`config.mk`:
```
export PLATFORM = sky130hd
export DESIGN_NAME = char_lcd_nibble_writer_unit
export DESIGN_NICKNAME = d
export VERILOG_FILES = /design/src/design/clnw_pkg.sv /design/src/design/char_lcd_nibble_writer_unit.sv /design/src/design/clnw_front.sv /design/src/design/clnw_queue.sv /design/src/design/clnw_back.sv
export SDC_FILE = /design/constraint.sdc
export NUM_CORES = 1
export LEC_CHECK = 0
export ABC_AREA = 0
export BUFFER_PORTS_ARGS = -buffer_cell sky130_fd_sc_hd__buf_2
export CORE_UTILIZATION = 50
export DETAILED_ROUTE_END_ITERATION = 16
export PLACE_DENSITY = 0.68
export SETUP_SLACK_MARGIN = 0.05
export SLEW_MARGIN = 20
export SYNTH_ARGS = -nofsm -noshare
export SYNTH_HDL_FRONTEND = slang
export SYNTH_SLANG_ARGS = --single-unit
```
`constraint.sdc`:
```
create_clock -name clk -period 4 [get_ports clk]
set_clock_uncertainty 0.15 [all_clocks]
set_input_delay 0.8 -clock clk [delete_from_list [all_inputs] [get_ports clk]]
set_output_delay 0.8 -clock clk [all_outputs]
set_load 0.01 [all_outputs]
```
`src/design/clnw_pkg.sv`:
```
// ----------------------------------------------------------------------------
// Character LCD nibble writer package
// Shared types, constants and lookup functions for the 4-bit LCD writer.
// ----------------------------------------------------------------------------
package clnw_pkg;

	// Column count after which the second-row address is sent.
	localparam int WRAP_COLUMN = 16;
	localparam int CNT_W       = 6;
	localparam logic [CNT_W-1:0] WRAP_CNT = CNT_W'(WRAP_COLUMN);

	// Field widths.
	localparam int CMD_W   = 2;
	localparam int BYTE_W  = 8;
	localparam int NIB_W   = 4;
	localparam int WAIT_W  = 16;
	localparam int PW_W    = 10;
	localparam int HOLD_W  = 17;
	localparam int CFG_IDX_W  = 2;
	localparam int CFG_DATA_W = 16;

	// Configuration register indexes.
	localparam logic [CFG_IDX_W-1:0] REG_PULSE_WIDTH = 2'd0;
	localparam logic [CFG_IDX_W-1:0] REG_SETTLE_WAIT = 2'd1;

	// Reset values of the configuration registers.
	localparam logic [PW_W-1:0]   PULSE_WIDTH_RST = 10'd25;
	localparam logic [WAIT_W-1:0] SETTLE_WAIT_RST = 16'd1000;

	// Input command codes.
	localparam logic [CMD_W-1:0] CMD_INSTR = 2'd0;
	localparam logic [CMD_W-1:0] CMD_DATA  = 2'd1;
	localparam logic [CMD_W-1:0] CMD_INIT  = 2'd2;

	// Fixed bytes and waits.
	localparam logic [BYTE_W-1:0] ROW2_ADDR    = 8'hC0;
	localparam logic [HOLD_W-1:0] POWERUP_WAIT = 17'd3200;
	localparam int INIT_LEN   = 9;
	localparam int INIT_IDX_W = 4;
	localparam logic [INIT_IDX_W-1:0] LAST_INIT_IDX = INIT_IDX_W'(INIT_LEN - 1);

	// Work handed from the front to the back.
	typedef enum logic [1:0] {
		JOB_INSTR     = 2'd0,
		JOB_DATA      = 2'd1,
		JOB_DATA_WRAP = 2'd2,
		JOB_INIT      = 2'd3
	} job_op_t;

	typedef struct packed {
		job_op_t             op;
		logic [BYTE_W-1:0]   value;
		logic [WAIT_W-1:0]   post_wait;
	} job_t;

	// Configuration seen by the back end.
	typedef struct packed {
		logic [PW_W-1:0]   pulse_width;
		logic [WAIT_W-1:0] settle_wait;
	} cfg_t;

	// Instruction bytes of the power-up sequence.
	function automatic logic [BYTE_W-1:0] init_byte(input logic [INIT_IDX_W-1:0] idx);
		logic [BYTE_W-1:0] b;
		case (idx)
			4'd0:    b = 8'h30;
			4'd1:    b = 8'h30;
			4'd2:    b = 8'h30;
			4'd3:    b = 8'h20;
			4'd4:    b = 8'h28;
			4'd5:    b = 8'h0C;
			4'd6:    b = 8'h06;
			4'd7:    b = 8'h01;
			4'd8:    b = 8'h80;
			default: b = 8'h00;
		endcase
		return b;
	endfunction

	// Extra waits that follow each power-up instruction.
	function automatic logic [WAIT_W-1:0] init_wait(input logic [INIT_IDX_W-1:0] idx);
		logic [WAIT_W-1:0] w;
		case (idx)
			4'd0:    w = 16'd3000;
			4'd1:    w = 16'd30000;
			4'd2:    w = 16'd30000;
			4'd3:    w = 16'd30000;
			4'd4:    w = 16'd30000;
			4'd5:    w = 16'd800;
			4'd6:    w = 16'd800;
			4'd7:    w = 16'd10000;
			4'd8:    w = 16'd800;
			default: w = 16'd0;
		endcase
		return w;
	endfunction

endpackage

```
`src/design/char_lcd_nibble_writer_unit.sv`:
```
// ----------------------------------------------------------------------------
// Character LCD nibble writer
// Expands instruction, data and init items into 4-bit LCD pin steps.
//
//   Channel | Handshake             | Payload
//   --------+-----------------------+------------------------------------------
//   in      | in_valid / in_stall   | command, value, post_wait
//   out     | out_valid / out_stall | lcd_data, reg_select, enable, hold, last
//   cfg     | cfg_we                | cfg_index, cfg_data
//
// The back end emits one pin step per cycle unless out stalls: 4 for a byte,
// 8 for a data byte that wraps, 37 for init, so that step sequencer sets the item rate.
// The front takes one item per cycle while the two-entry job queue has room.
// Reset clears the character count, empties the queue, and loads the default
// pulse width (25) and settle wait (1000). A stall on out holds the sequencer.
// ----------------------------------------------------------------------------
module char_lcd_nibble_writer_unit
	import clnw_pkg::*;
(
	input  logic                  clk,
	input  logic                  arst_n,
	input  logic                  cfg_we,
	input  logic [CFG_IDX_W-1:0]  cfg_index,
	input  logic [CFG_DATA_W-1:0] cfg_data,
	input  logic                  in_valid,
	output logic                  in_stall,
	input  logic [CMD_W-1:0]      command,
	input  logic [BYTE_W-1:0]     value,
	input  logic [WAIT_W-1:0]     post_wait,
	output logic                  out_valid,
	input  logic                  out_stall,
	output logic [NIB_W-1:0]      lcd_data,
	output logic                  reg_select,
	output logic                  enable,
	output logic [HOLD_W-1:0]     hold,
	output logic                  last
);

	cfg_t cfg_q;
	logic q_full;
	logic q_push;
	job_t q_push_job;
	logic q_pop;
	logic q_valid;
	job_t q_pop_job;

	// Configuration registers; writes to other indexes are ignored.
	always_ff @(posedge clk or negedge arst_n) begin
		if (!arst_n) begin
			cfg_q.pulse_width <= PULSE_WIDTH_RST;
			cfg_q.settle_wait <= SETTLE_WAIT_RST;
		end else if (cfg_we) begin
			case (cfg_index)
				REG_PULSE_WIDTH: cfg_q.pulse_width <= cfg_data[PW_W-1:0];
				REG_SETTLE_WAIT: cfg_q.settle_wait <= cfg_data[WAIT_W-1:0];
				default:         cfg_q <= cfg_q;
			endcase
		end
	end

	clnw_front u_front (
		.clk       (clk),
		.arst_n    (arst_n),
		.in_valid  (in_valid),
		.in_stall  (in_stall),
		.command   (command),
		.value     (value),
		.post_wait (post_wait),
		.q_full    (q_full),
		.q_push    (q_push),
		.q_job     (q_push_job)
	);

	clnw_queue u_queue (
		.clk       (clk),
		.arst_n    (arst_n),
		.push      (q_push),
		.push_job  (q_push_job),
		.full      (q_full),
		.pop       (q_pop),
		.pop_valid (q_valid),
		.pop_job   (q_pop_job)
	);

	clnw_back u_back (
		.clk         (clk),
		.arst_n      (arst_n),
		.cfg         (cfg_q),
		.q_valid     (q_valid),
		.q_job       (q_pop_job),
		.q_pop       (q_pop),
		.out_valid   (out_valid),
		.out_stall   (out_stall),
		.lcd_data    (lcd_data),
		.reg_select  (reg_select),
		.enable      (enable),
		.hold        (hold),
		.last        (last)
	);

`ifndef SYNTHESIS
	// A strobe step is never the final step of an item.
	assert property (@(posedge clk) disable iff (!arst_n)
		out_valid && enable |-> !last)
		else $error("enable-high step marked last");

	// A strobe step holds for the configured pulse width.
	assert property (@(posedge clk) disable iff (!arst_n)
		out_valid && enable |-> hold == {{(HOLD_W-PW_W){1'b0}}, cfg_q.pulse_width})
		else $error("strobe hold differs from pulse width");

	// Steps of one item follow without a gap.
	assert property (@(posedge clk) disable iff (!arst_n)
		out_valid && !out_stall && !last |=> out_valid)
		else $error("gap inside an item's steps");
`endif

endmodule

```
`src/design/clnw_front.sv`:
```
// ----------------------------------------------------------------------------
// LCD writer front end
// Accepts items, keeps the character count and turns each item into a job.
// ----------------------------------------------------------------------------
module clnw_front
	import clnw_pkg::*;
(
	input  logic              clk,
	input  logic              arst_n,
	input  logic              in_valid,
	output logic              in_stall,
	input  logic [CMD_W-1:0]  command,
	input  logic [BYTE_W-1:0] value,
	input  logic [WAIT_W-1:0] post_wait,
	input  logic              q_full,
	output logic              q_push,
	output job_t              q_job
);

	logic             accept;
	logic [CNT_W-1:0] char_count_q;
	logic [CNT_W-1:0] count_inc;

	// An item is taken whenever the queue has room.
	assign in_stall  = q_full;
	assign accept    = in_valid && !in_stall;
	assign count_inc = char_count_q + CNT_W'(1);

	// Classify the item. The unused code is accepted and dropped.
	always_comb begin
		q_push          = 1'b0;
		q_job.op        = JOB_INSTR;
		q_job.value     = value;
		q_job.post_wait = post_wait;
		case (command)
			CMD_INSTR: begin
				q_push   = accept;
				q_job.op = JOB_INSTR;
			end
			CMD_DATA: begin
				q_push   = accept;
				q_job.op = (count_inc == WRAP_CNT) ? JOB_DATA_WRAP : JOB_DATA;
			end
			CMD_INIT: begin
				q_push   = accept;
				q_job.op = JOB_INIT;
			end
			default: begin
				q_push = 1'b0;
			end
		endcase
	end

	// Data bytes since the last instruction or init; a wrap, any instruction or an init clears it.
	always_ff @(posedge clk or negedge arst_n) begin
		if (!arst_n) begin
			char_count_q <= '0;
		end else if (accept) begin
			case (command)
				CMD_INSTR: char_count_q <= '0;
				CMD_DATA:  char_count_q <= (count_inc == WRAP_CNT) ? '0 : count_inc;
				CMD_INIT:  char_count_q <= '0;
				default:   char_count_q <= char_count_q;
			endcase
		end
	end

endmodule

```
`src/design/clnw_queue.sv`:
```
// ----------------------------------------------------------------------------
// LCD writer job queue
// Two-entry queue of jobs between the front and back ends.
// ----------------------------------------------------------------------------
module clnw_queue
	import clnw_pkg::*;
(
	input  logic clk,
	input  logic arst_n,
	input  logic push,
	input  job_t push_job,
	output logic full,
	input  logic pop,
	output logic pop_valid,
	output job_t pop_job
);

	job_t       slot_q [2];
	logic       wr_ptr_q;
	logic       rd_ptr_q;
	logic [1:0] count_q;
	logic       do_push;
	logic       do_pop;

	assign full      = (count_q == 2'd2);
	assign pop_valid = (count_q != 2'd0);
	assign pop_job   = slot_q[rd_ptr_q];
	assign do_push   = push && !full;
	assign do_pop    = pop && pop_valid;

	// Storage.
	always_ff @(posedge clk) begin
		if (do_push) begin
			slot_q[wr_ptr_q] <= push_job;
		end
	end

	// Pointers and fill count.
	always_ff @(posedge clk or negedge arst_n) begin
		if (!arst_n) begin
			wr_ptr_q <= 1'b0;
			rd_ptr_q <= 1'b0;
			count_q  <= 2'd0;
		end else begin
			if (do_push) begin
				wr_ptr_q <= ~wr_ptr_q;
			end
			if (do_pop) begin
				rd_ptr_q <= ~rd_ptr_q;
			end
			case ({do_push, do_pop})
				2'b10:   count_q <= count_q + 2'd1;
				2'b01:   count_q <= count_q - 2'd1;
				default: count_q <= count_q;
			endcase
		end
	end

endmodule

```
`src/design/clnw_back.sv`:
```
// ----------------------------------------------------------------------------
// LCD writer back end
// Steps through each job, emitting one pin step per cycle into an output register unless out stalls.
// ----------------------------------------------------------------------------
module clnw_back
	import clnw_pkg::*;
(
	input  logic              clk,
	input  logic              arst_n,
	input  cfg_t              cfg,
	input  logic              q_valid,
	input  job_t              q_job,
	output logic              q_pop,
	output logic              out_valid,
	input  logic              out_stall,
	output logic [NIB_W-1:0]  lcd_data,
	output logic              reg_select,
	output logic              enable,
	output logic [HOLD_W-1:0] hold,
	output logic              last
);

	typedef enum logic [2:0] {
		ST_IDLE = 3'b001,
		ST_LEAD = 3'b010,
		ST_BYTE = 3'b100
	} back_state_t;

	back_state_t           state_q;
	job_t                  job_q;
	logic [1:0]            phase_q;
	logic [INIT_IDX_W-1:0] idx_q;

	logic                  out_valid_q;
	logic [NIB_W-1:0]      nib_q;
	logic                  rs_q;
	logic                  en_q;
	logic [HOLD_W-1:0]     hold_q;
	logic                  last_q;

	logic [BYTE_W-1:0]     cur_byte;
	logic                  cur_rs;
	logic [WAIT_W-1:0]     cur_wait;
	logic                  final_byte;
	logic [NIB_W-1:0]      step_nib;
	logic                  step_rs;
	logic                  step_en;
	logic [HOLD_W-1:0]     step_hold;
	logic                  step_last;
	logic                  adv;

	// Byte, register select and tail wait of the current byte of the job.
	always_comb begin
		cur_byte   = job_q.value;
		cur_rs     = 1'b0;
		cur_wait   = job_q.post_wait;
		final_byte = 1'b1;
		case (job_q.op)
			JOB_INSTR: begin
				cur_rs = 1'b0;
			end
			JOB_DATA: begin
				cur_rs = 1'b1;
			end
			JOB_DATA_WRAP: begin
				if (idx_q == '0) begin
					cur_rs     = 1'b1;
					final_byte = 1'b0;
				end else begin
					cur_byte = ROW2_ADDR;
					cur_wait = '0;
				end
			end
			JOB_INIT: begin
				cur_byte   = init_byte(idx_q);
				cur_wait   = init_wait(idx_q);
				final_byte = (idx_q == LAST_INIT_IDX);
			end
			default: begin
				cur_rs = 1'b0;
			end
		endcase
	end

	// Pin levels and hold of the step being produced.
	always_comb begin
		step_nib  = phase_q[1] ? cur_byte[NIB_W-1:0] : cur_byte[BYTE_W-1:NIB_W];
		step_rs   = cur_rs;
		step_en   = !phase_q[0];
		step_last = 1'b0;
		case (phase_q)
			2'd1:    step_hold = '0;
			2'd3: begin
				step_hold = {1'b0, cfg.settle_wait} + {1'b0, cur_wait};
				step_last = final_byte;
			end
			default: step_hold = {{(HOLD_W-PW_W){1'b0}}, cfg.pulse_width};
		endcase
		if (state_q == ST_LEAD) begin
			step_nib  = '0;
			step_rs   = 1'b0;
			step_en   = 1'b0;
			step_hold = POWERUP_WAIT;
			step_last = 1'b0;
		end
	end

	// A step moves whenever the output register is free or being taken.
	assign adv   = (state_q != ST_IDLE) && (!out_valid_q || !out_stall);
	assign q_pop = q_valid && ((state_q == ST_IDLE) || (adv && step_last));

	// Step sequencer.
	always_ff @(posedge clk or negedge arst_n) begin
		if (!arst_n) begin
			state_q <= ST_IDLE;
			phase_q <= 2'd0;
			idx_q   <= '0;
		end else if (q_pop) begin
			state_q <= (q_job.op == JOB_INIT) ? ST_LEAD : ST_BYTE;
			phase_q <= 2'd0;
			idx_q   <= '0;
		end else if (adv) begin
			case (state_q)
				ST_LEAD: begin
					state_q <= ST_BYTE;
				end
				ST_BYTE: begin
					phase_q <= phase_q + 2'd1;
					if (phase_q == 2'd3) begin
						if (final_byte) begin
							state_q <= ST_IDLE;
						end else begin
							idx_q <= idx_q + INIT_IDX_W'(1);
						end
					end
				end
				default: begin
					state_q <= ST_IDLE;
				end
			endcase
		end
	end

	// Job payload.
	always_ff @(posedge clk) begin
		if (q_pop) begin
			job_q <= q_job;
		end
	end

	// Output register valid.
	always_ff @(posedge clk or negedge arst_n) begin
		if (!arst_n) begin
			out_valid_q <= 1'b0;
		end else if (adv) begin
			out_valid_q <= 1'b1;
		end else if (!out_stall) begin
			out_valid_q <= 1'b0;
		end
	end

	// Output register payload.
	always_ff @(posedge clk) begin
		if (adv) begin
			nib_q  <= step_nib;
			rs_q   <= step_rs;
			en_q   <= step_en;
			hold_q <= step_hold;
			last_q <= step_last;
		end
	end

	assign out_valid   = out_valid_q;
	assign lcd_data    = nib_q;
	assign reg_select  = rs_q;
	assign enable      = en_q;
	assign hold        = hold_q;
	assign last        = last_q;

endmodule

```
# Word-level counts from Yosys, hierarchy flattened
# Memory sizes are Yosys's and may differ from the RTL's.
# Index checks and enable logic that the tools add are counted.
# classes
addsub	6
n_eq_ne	22
n_mux	36
bitwise	2
reduce_logical	29
# op_table
op	n
$pmux W17 S2	1
$pmux W16 S2	1
$mux W4	6
$add A16 B16 Y17	1
$mux W16	1
$pmux W8 S2	1
$mux W3	5
$eq A2 B2 Y1 const B	7
$pmux W6 S2	1
$reduce_bool A2 Y1	6
$eq A2 B1 Y1 const B	5
$mux W1	9
$mux W2	4
$mux W8	1
$pmux W2 S2	2
$reduce_and A2 Y1	4
$add A6 B1 Y6 const B	1
$eq A6 B5 Y1 const B	1
$logic_and A1 B1 Y1	6
$mux W6	1
$ne A3 B2 Y1 const B	2
$pmux W3 S2	1
$add A2 B1 Y2 const B	2
$add A4 B1 Y4 const B	1
other kinds (18)	25
# word_totals
register_bits	96
ramBits	52
rom_bits	288
input_bits	49
n_memories	3
# mem_list
name	words	word_bits	read_ports	rd_ports_with_merged_regs	wr	line_no	rtl
(name not given)	16	11	1	0	0	clnw_pkg.sv:83	case (idx)
(name not given)	16	7	1	0	0	clnw_pkg.sv:65	case (idx)
u_queue.slot_q	2	26	1	0	1	clnw_queue.sv:18	job_t slot_q [2];

# Logic depth before layout (Yosys ltp)
# Gate-level depths: netlist of run 1.
# logic_depth
ltp_word	11
depth_mapped	16

# Cells and area by module
# A second synthesis of run 1 with hierarchy kept.
# unflattened
hier_cells	545
area_unflattened_um2	7228.2
# by_module_without_submodules
module	instances	cells_each	area_per_inst_um2
clnw_back	1	315	3472.1
clnw_queue	1	99	2087.0
char_lcd_nibble_writer_unit	1	56	1043.5
clnw_front	1	75	625.6

# Least setup slack after synthesis of run 1
# Ideal clock, no wire load.
# synth_timing
path_kind	register to register
start	register u_back.idx_q[0]
end	register u_back.hold_q[14] (netlist: u_back.hold[14]), data pin
setup_time_ns	0.263
t_arrival_ns	3.119
required_time_ns	3.587
setup_slack_ns	0.469
stages_incl_launch_ff	17
n_path_buf	1
cell_sequence	dfrtp_1 > inv_1 > ha_1 > nand2b_4 > nor2_1 > a21o_1 > clkbuf_1 > and2_1 > ha_1 > inv_1 > fa_1 > nand2b_1 > a21oi_1 > a21oi_1 > o211ai_1 > xnor2_1 > nor2_1
# synth_between
elab_chain_cells	5
# synth_lines
element	line_no	rtl
from (decl)	clnw_back.sv:32	logic [INIT_IDX_W-1:0] idx_q;
from (signal assigned)	clnw_back.sv:133	idx_q <= idx_q + INIT_IDX_W'(1);
parallel branches: the longest is 2 deep, another holds $mem_v2 Z16 W11	--	
$pmux W16 S2 (*)	clnw_back.sv:58	case (job_q.op)
$add A16 B16 Y17 (*)	clnw_back.sv:94	step_hold = {1'b0, cfg.settle_wait} + {1'b0, cur_wait};
$pmux W17 S2 (*)	clnw_back.sv:91	case (phase_q)
to (signal assigned)	clnw_back.sv:168	hold_q <= step_hold;
to (decl)	clnw_back.sv:38	logic [HOLD_W-1:0] hold_q;
# Mark *: on every way between the ends.
# A chain may end at the register's enable or synchronous reset.

# Worst setup path after layout of run 1
# Same ends and word-level chain as after synthesis.

==> run_results.csv, run 1 <==
group,metric,value,unit
synthesis,syn-num-nets,626,
layout,final_cell_mix,"102 x edfxtp_1, 73 x buf_2, 52 x mux2_2",
synthesis,synth_flop_cell,"edfxtp_1",
clock_tree,cts_hold_buf,0,
sta,fin_crit_sh,88.77,%
sta,fmax,0.2816,GHz
synthesis,synth_adder_area_share,6.665,%
clock_tree,clockBufferDepth,2,
synthesis,ys_seq_area_share,59.88,%
clock_tree,postCtsResizedCells,0,
grt,grt_pass1_wl,21540,µm
drt,vias,4351,
sta,fin_crit,3.551,ns
sta,maxSlewViolCount,0,
run,cap_violations,0,
clock_tree,post-cts-setup-buffers,0,
drt,viasPerCell,5.332,
status,status,"complete, no violations",
grt,antenna_found_initial,0,
floorplanning,io_pins,75,
setup_path,rr_endpoint,"u_back.hold[14]$_SDFFCE_PP0P_",
drt,drc_errors,0,
floorplanning,dieArea,0.01460,mm²
drt,drt-total-wl,13170,µm
synthesis,netlist_instances,540,
drt,postRouteAntennaNets,0,
floorplanning,initial_utilization,51.05,%
power,leakage,3.345,nW
grt,grt_start_max_net_pins,47,
setup_path,arrival,3.56,ns
drt,drt_iter0_drc,265,
clock_tree,clock_sinks,148,
layout,syn2layout_area_growth,16.68,%
floorplanning,core,0.01383,mm²
synthesis,synth_mux_area_share,9.005,%
place,gp_congestion,0.8759,
synthesis,synth-compound-area-share,9.289,%
place,place_ws,0.4661,ns
layout,nets,709,
power,p_per_area,772.4,mW/mm²
clock_tree,cts.clk_slew.worst_paths,0.06,ns
setup_path,required,4.01,ns
floorplanning,die_y,120.8,µm
sta,fin_tns_setup,0,ns
synthesis,synth_cell_type_count,61,
synthesis,synth_top_family_by_area,"simple AND/OR/NAND/NOR gates",
sta,worst_slack,0.4491,ns
synthesis,synth_area,0.007058,mm²
drt,wl_per_cell,16.14,µm
synthesis,synth_area_per_cell,13.07,µm²
setup_path,critical_path_class,"reg -> reg",
floorplanning,rows,43,
clock_tree,cts_tree,"built",
setup_path,startpoint_type,"register",
sta,finalSetupViolCount,0,
synthesis,ys_seq_elements,148,
layout,diodes,0,
setup_path,endpoint_kind,"register",
clock_tree,h-tree-depth,4,
setup_path,cp_max_fo,7,
hold_path,hold_class,"in -> async",
floorplanning,die_w,120.8,µm
synthesis,synth_xor_area_share,2.464,%
sta,rsz0062_at_grt,"false",
synthesis,synth_edf_count,102,
grt,grt-ovfl-total,0,
clock_tree,insertion_delay,0.42,ns
sta,hold_viol,0,
sta,worst_pin_slew,0.9650,ns
place,hpwl,9314,µm
place,dp.cells,784,
layout,fin_cells,816,
clock_tree,cts_buffers,17,
place,port_buffers,74,
setup_path,r2r_start,"u_back.idx_q[0]$_DFFE_PN0P_",
synthesis,synthSimpleGateAreaFrac,9.945,%
layout,layout-drive-gt1-share,31.13,%
layout,final_common_cell,"edfxtp_1",
setup_path,rrSetupSlack,0.45,ns
power,irDropWorstVdd,0.4479,mV
power,p_total,6.361,mW
clock_tree,root_buffer,"clkbuf_16",
grt,grt_pass1_vias,4398,
synthesis,yosys_warnings,0,
sta,slew_headroom,35.47,%
drt,first_pass_iters,5,
synthesis,synthArstFlopShare,31.08,%
setup_path,reg2reg_depth,15,
grt,grt_usage,19.75,%
through the flow:
stage	cell area (µm²)	utilization, %	hold slack [ns]
floorplan	7058	-	0.3181
finish	8235	59.56	0.2490
global placement	7636	55.23	0.3394
CTS	8233	59.54	0.3649
detailed placement	7636	55.23	0.3514
global route	8235	59.56	0.2813
worst max-delay path: stages (launching register included):
cell	delay (ns)
dfrtp_1	0.43
inv_1	0.13
ha_1	0.24
nand2b_4	0.11
nor2_1	0.17
a21o_1	0.17
and2_1	0.14
ha_1	0.17
inv_1	0.06
fa_1	0.37
nand2b_1	0.17
a21oi_1	0.28
a21oi_1	0.20
o211ai_1	0.29
xnor2_1	0.15
nor2_1	0.06
power breakdown:
part | leakage [nW] | internal (mW) | switching, mW
combinational | 1.55 | 0.971 | 1.32
clock | 0.285 | 0.934 | 0.648
sequential | 1.51 | 2.26 | 0.230
total | 3.34 | 4.17 | 2.19
synth_stat cells (2+ instances only):
cell      count  share of area [%]
nand2_1      29                1.5
xor2_1        5               0.62
a22o_1        3               0.37
buf_1         2               0.11
or2_2         3               0.27
nor3_1        8               0.57
ha_1         36                6.4
nor2_2        2               0.18
mux2i_1       5               0.71
buf_4         2               0.21
clkbuf_1     10               0.53
nand3_1      10               0.71
dfstp_2      10                3.7
buf_6         2               0.32
and2_1        7               0.62
o21ai_0      14               0.99
dfrtp_1      36                 13
nand4_1       8               0.71
a21o_1       12                1.3
a31oi_1       3               0.27
edfxtp_1    102                 43
xnor2_1      13                1.6
nor2b_1       4               0.35
nor2_1       46                2.4
a22oi_1       4               0.43
and3_1        6               0.53
o21a_1        2               0.21
o22ai_1       4               0.35
mux2_2       52                8.3
a21oi_1      28                2.0
a211oi_1      4               0.43
o22a_1        2               0.25
a211o_1       2               0.25
buf_2         4               0.28
inv_1        23                1.2
o211ai_1      3               0.32
nand2b_1      8               0.71
a32oi_1       3               0.37
sequential cells by signal, indices dropped and copies added (netlist names):
signal / count
u_back.enable: 1
u_back.reg_select: 1
u_front.char_count_q: 6
u_back.phase_q: 2
cfg_q: 26
u_back.lcd_data: 4
u_back.state_q: 3
u_queue.wr_ptr_q: 1
u_back.job_q: 26
u_queue.slot_q: 52
u_queue.rd_ptr_q: 1
u_back.out_valid: 1
u_back.last: 1
u_queue.count_q: 2
u_back.hold: 17
u_back.idx_q: 4
metal layers:
layer,GRT usage [%],part of all wire [%],vias up
met5,0,0,-
met4,8.179,0.88,0
met3,5.708,5.7,11
met2,32.54,48,105
met1,24.37,46,2090
li1,-,-,2145
cell type report:
cell class                 count  area (µm²)
clock inverter                15       171.4
fill                        1080        5592
multi-input combinational    348        2645
clock buffer                  17       425.4
tap                          180       225.2
sequential                   148        4227
inverter                      23       86.33
timing repair buffer          85       455.4
worst max-delay path by stage:
stage                                startpoint                       endpoint  slack (ns)  cells past startpoint
floorplan           u_back.idx_q[0]$_DFFE_PN0P_  u_back.hold[14]$_SDFFCE_PP0P_        0.47                     16
global placement    u_back.idx_q[0]$_DFFE_PN0P_  u_back.hold[14]$_SDFFCE_PP0P_        0.61                     15
detailed placement  u_back.idx_q[0]$_DFFE_PN0P_  u_back.hold[14]$_SDFFCE_PP0P_        0.47                     15
CTS                 u_back.idx_q[0]$_DFFE_PN0P_  u_back.hold[14]$_SDFFCE_PP0P_        0.46                     15
global route        u_back.idx_q[0]$_DFFE_PN0P_  u_back.hold[14]$_SDFFCE_PP0P_        0.22                     15
finish              u_back.idx_q[0]$_DFFE_PN0P_  u_back.hold[14]$_SDFFCE_PP0P_        0.45                     15
logic make-up after synthesis:
| group | count (synthesis) |
|---|---|
| muxes | 57 |
| DFF | 148 |
| and+or+nand+nor | 140 |
| adders and majority gates | 37 |
| buffers and inverters | 44 |
| AOI/OAI and AO/OA | 95 |
| xor gates and xnor gates | 19 |
No activity file was read; power rests on OpenSTA's default activity.
==> run 2: changes to the inputs <==
Settings changed: RECOVER_POWER set to 50.
==> run_results.csv, run 2 (same netlist as run 1, synthesis figures left out) <==
group,metric,value,unit
status,status,"finished with violations",
status,violations,"max-capacitance violations, max-slew violations",
setup_path,rrSetupSlack,0.45,ns
sta,worst_pin_slew,2.592,ns
setup_path,rr_endpoint,"u_back.hold[14]$_SDFFCE_PP0P_",
drt,postRouteAntennaNets,0,
sta,slew_headroom,-72.83,%
drt,drc_errors,0,
hold_path,hold_class,"reg -> reg",
layout,postLayoutCoreUtil,59.07,%
setup_path,slowest_delay,0.43,ns
floorplanning,die_w,120.8,µm
clock_tree,insertion_delay,0.42,ns
grt,grt_start_max_net_pins,47,
place,gp_congestion,0.8759,
clock_tree,post-cts-setup-buffers,0,
sta,finalSetupViolCount,0,
setup_path,reg2reg_depth,15,
floorplanning,core,0.01383,mm²
sta,whs,0.3683,ns
layout,syn2layout_area_growth,15.72,%
clock_tree,root_buffer,"clkbuf_16",
clock_tree,cts.clk_slew.worst_paths,0.06,ns
setup_path,path_delay_family,"compound AO/OA/AOI/OAI gates",
drt,drt-total-wl,13310,µm
floorplanning,dieArea,0.01460,mm²
setup_path,critical_path_class,"reg -> reg",
drt,drt_iter0_drc,282,
place,hpwl,9314,µm
layout,final_cell_mix,"102 x edfxtp_1, 49 x mux2_2, 43 x nor2_1",
setup_path,slowest_stage,"dfrtp_1",
hold_path,min_from,"cfg_q[23]$_DFFE_PN0P_",
setup_path,cp_cell_sequence,"inv_1 > ha_1 > nand2b_4 > nor2_1 > a21o_1 > and2_1 > ha_1 > inv_1 > fa_1 > nand2b_1 > a21oi_1 > a21oi_1 > o211ai_1 > xnor2_1 > nor2_1",
setup_path,cp_max_fo,7,
hold_path,worstHoldEndpoint,"cfg_q[23]$_DFFE_PN0P_",
grt,grt_usage,19.75,%
clock_tree,clock_sinks,148,
sta,fin_crit,3.552,ns
sta,maxSlewViolCount,75,
clock_tree,cts_tree,"built",
setup_path,r2r_start,"u_back.idx_q[0]$_DFFE_PN0P_",
setup_path,crit_buf_inv,2,
setup_path,startpoint_type,"register",
grt,grt_pass1_wl,21540,µm
grt,antenna_found_initial,0,
layout,final_common_cell,"edfxtp_1",
drt,vias,4375,
layout,largest_reg_flops,52,
power,leakage,3.233,nW
sta,rsz0062_at_grt,"false",
clock_tree,clockBufferDepth,2,
setup_path,required,4.02,ns
sta,fin_crit_sh,88.79,%
hold_path,hold_path_depth,1,
floorplanning,io_pins,75,
layout,fillers,1110,
clock_tree,cts_buffers,17,
run,cap_violations,2,
sta,hold_viol,0,
floorplanning,initial_utilization,51.05,%
layout,layout-drive-gt1-share,24.53,%
drt,wl_per_cell,16.31,µm
floorplanning,die_y,120.8,µm
grt,grt-ovfl-total,0,
sta,fmax,0.2816,GHz
setup_path,endpoint_kind,"register",
layout,diodes,0,
layout,top_regs,"u_queue.slot_q (52), cfg_q (26), u_back.job_q (26)",
sta,fin_tns_setup,0,ns
layout,top_register,"u_queue.slot_q",
place,port_buffers,74,
drt,viasPerCell,5.362,
grt,grt_pass1_vias,4398,
power,irDropWorstVdd,0.4485,mV
clock_tree,postCtsResizedCells,0,
floorplanning,rows,43,
power,p_per_area,774.8,mW/mm²
drt,first_pass_iters,5,
layout,nets,709,
clock_tree,cts_hold_buf,0,
clock_tree,h-tree-depth,4,
setup_path,arrival,3.57,ns
==> run 2: worst max path at each step <==
stage	slack (ns)	start	cells after the start	endpoint
after CTS	0.46	u_back.idx_q[0]$_DFFE_PN0P_	15	u_back.hold[14]$_SDFFCE_PP0P_
after global routing	0.24	u_back.idx_q[0]$_DFFE_PN0P_	15	u_back.hold[14]$_SDFFCE_PP0P_
after floorplan	0.47	u_back.idx_q[0]$_DFFE_PN0P_	16	u_back.hold[14]$_SDFFCE_PP0P_
after global placement	0.61	u_back.idx_q[0]$_DFFE_PN0P_	15	u_back.hold[14]$_SDFFCE_PP0P_
after detailed placement	0.47	u_back.idx_q[0]$_DFFE_PN0P_	15	u_back.hold[14]$_SDFFCE_PP0P_
final	0.45	u_back.idx_q[0]$_DFFE_PN0P_	15	u_back.hold[14]$_SDFFCE_PP0P_
==> run 2: per-stage QoR <==
step | cell area [µm²] | power [mW] | setup slack (ns) | instances
after floorplan | 7058 | 4.167 | 0.4686 | 540
after global placement | 7636 | 4.734 | 0.6106 | 784
after detailed placement | 7636 | 4.806 | 0.4661 | 784
after CTS | 8233 | 6.408 | 0.4596 | 816
after global routing | 8168 | 6.719 | 0.2381 | 816
final | 8168 | 6.328 | 0.4482 | 816
==> run 2: per-layer routing <==
metal / vias up / part of all wire, % / GRT usage [%]
li1: 2146 / - / -
met1: 2112 / 46 / 24.37
met2: 101 / 48 / 32.54
met3: 16 / 4.6 / 5.708
met4: 0 / 1.8 / 8.179
met5: - / 0 / 0
==> run 2: layout make-up <==
cell class / count / area [µm²] / area share [%]
Sequential cell: 148 / 4227 / 51.75
Multi-Input combinational cell: 348 / 2633 / 32.23
Clock buffer: 17 / 425.4 / 5.208
Timing Repair Buffer: 85 / 400.4 / 4.902
Tap cell: 180 / 225.2 / 2.757
Clock inverter: 15 / 171.4 / 2.099
Inverter: 23 / 86.33 / 1.057
==> run 2: where the power goes <==
group          leakage, nW  switching, mW  total (mW)  internal (mW)
sequential            1.51          0.235        2.50           2.26
clock                0.285          0.650        1.58          0.934
combinational         1.44           1.32        2.25          0.933
total                 3.23           2.20        6.33           4.13
==> run 2: worst register-to-register path, delay by kind of cell (launching register included) <==
family	cells	cell delay, ns
and+or+nand+nor	5	0.64
xor gates and xnor gates	1	0.15
AOI/OAI and AO/OA	4	0.95
DFF	1	0.43
buffers and inverters	2	0.19
adders and majority gates	3	0.78
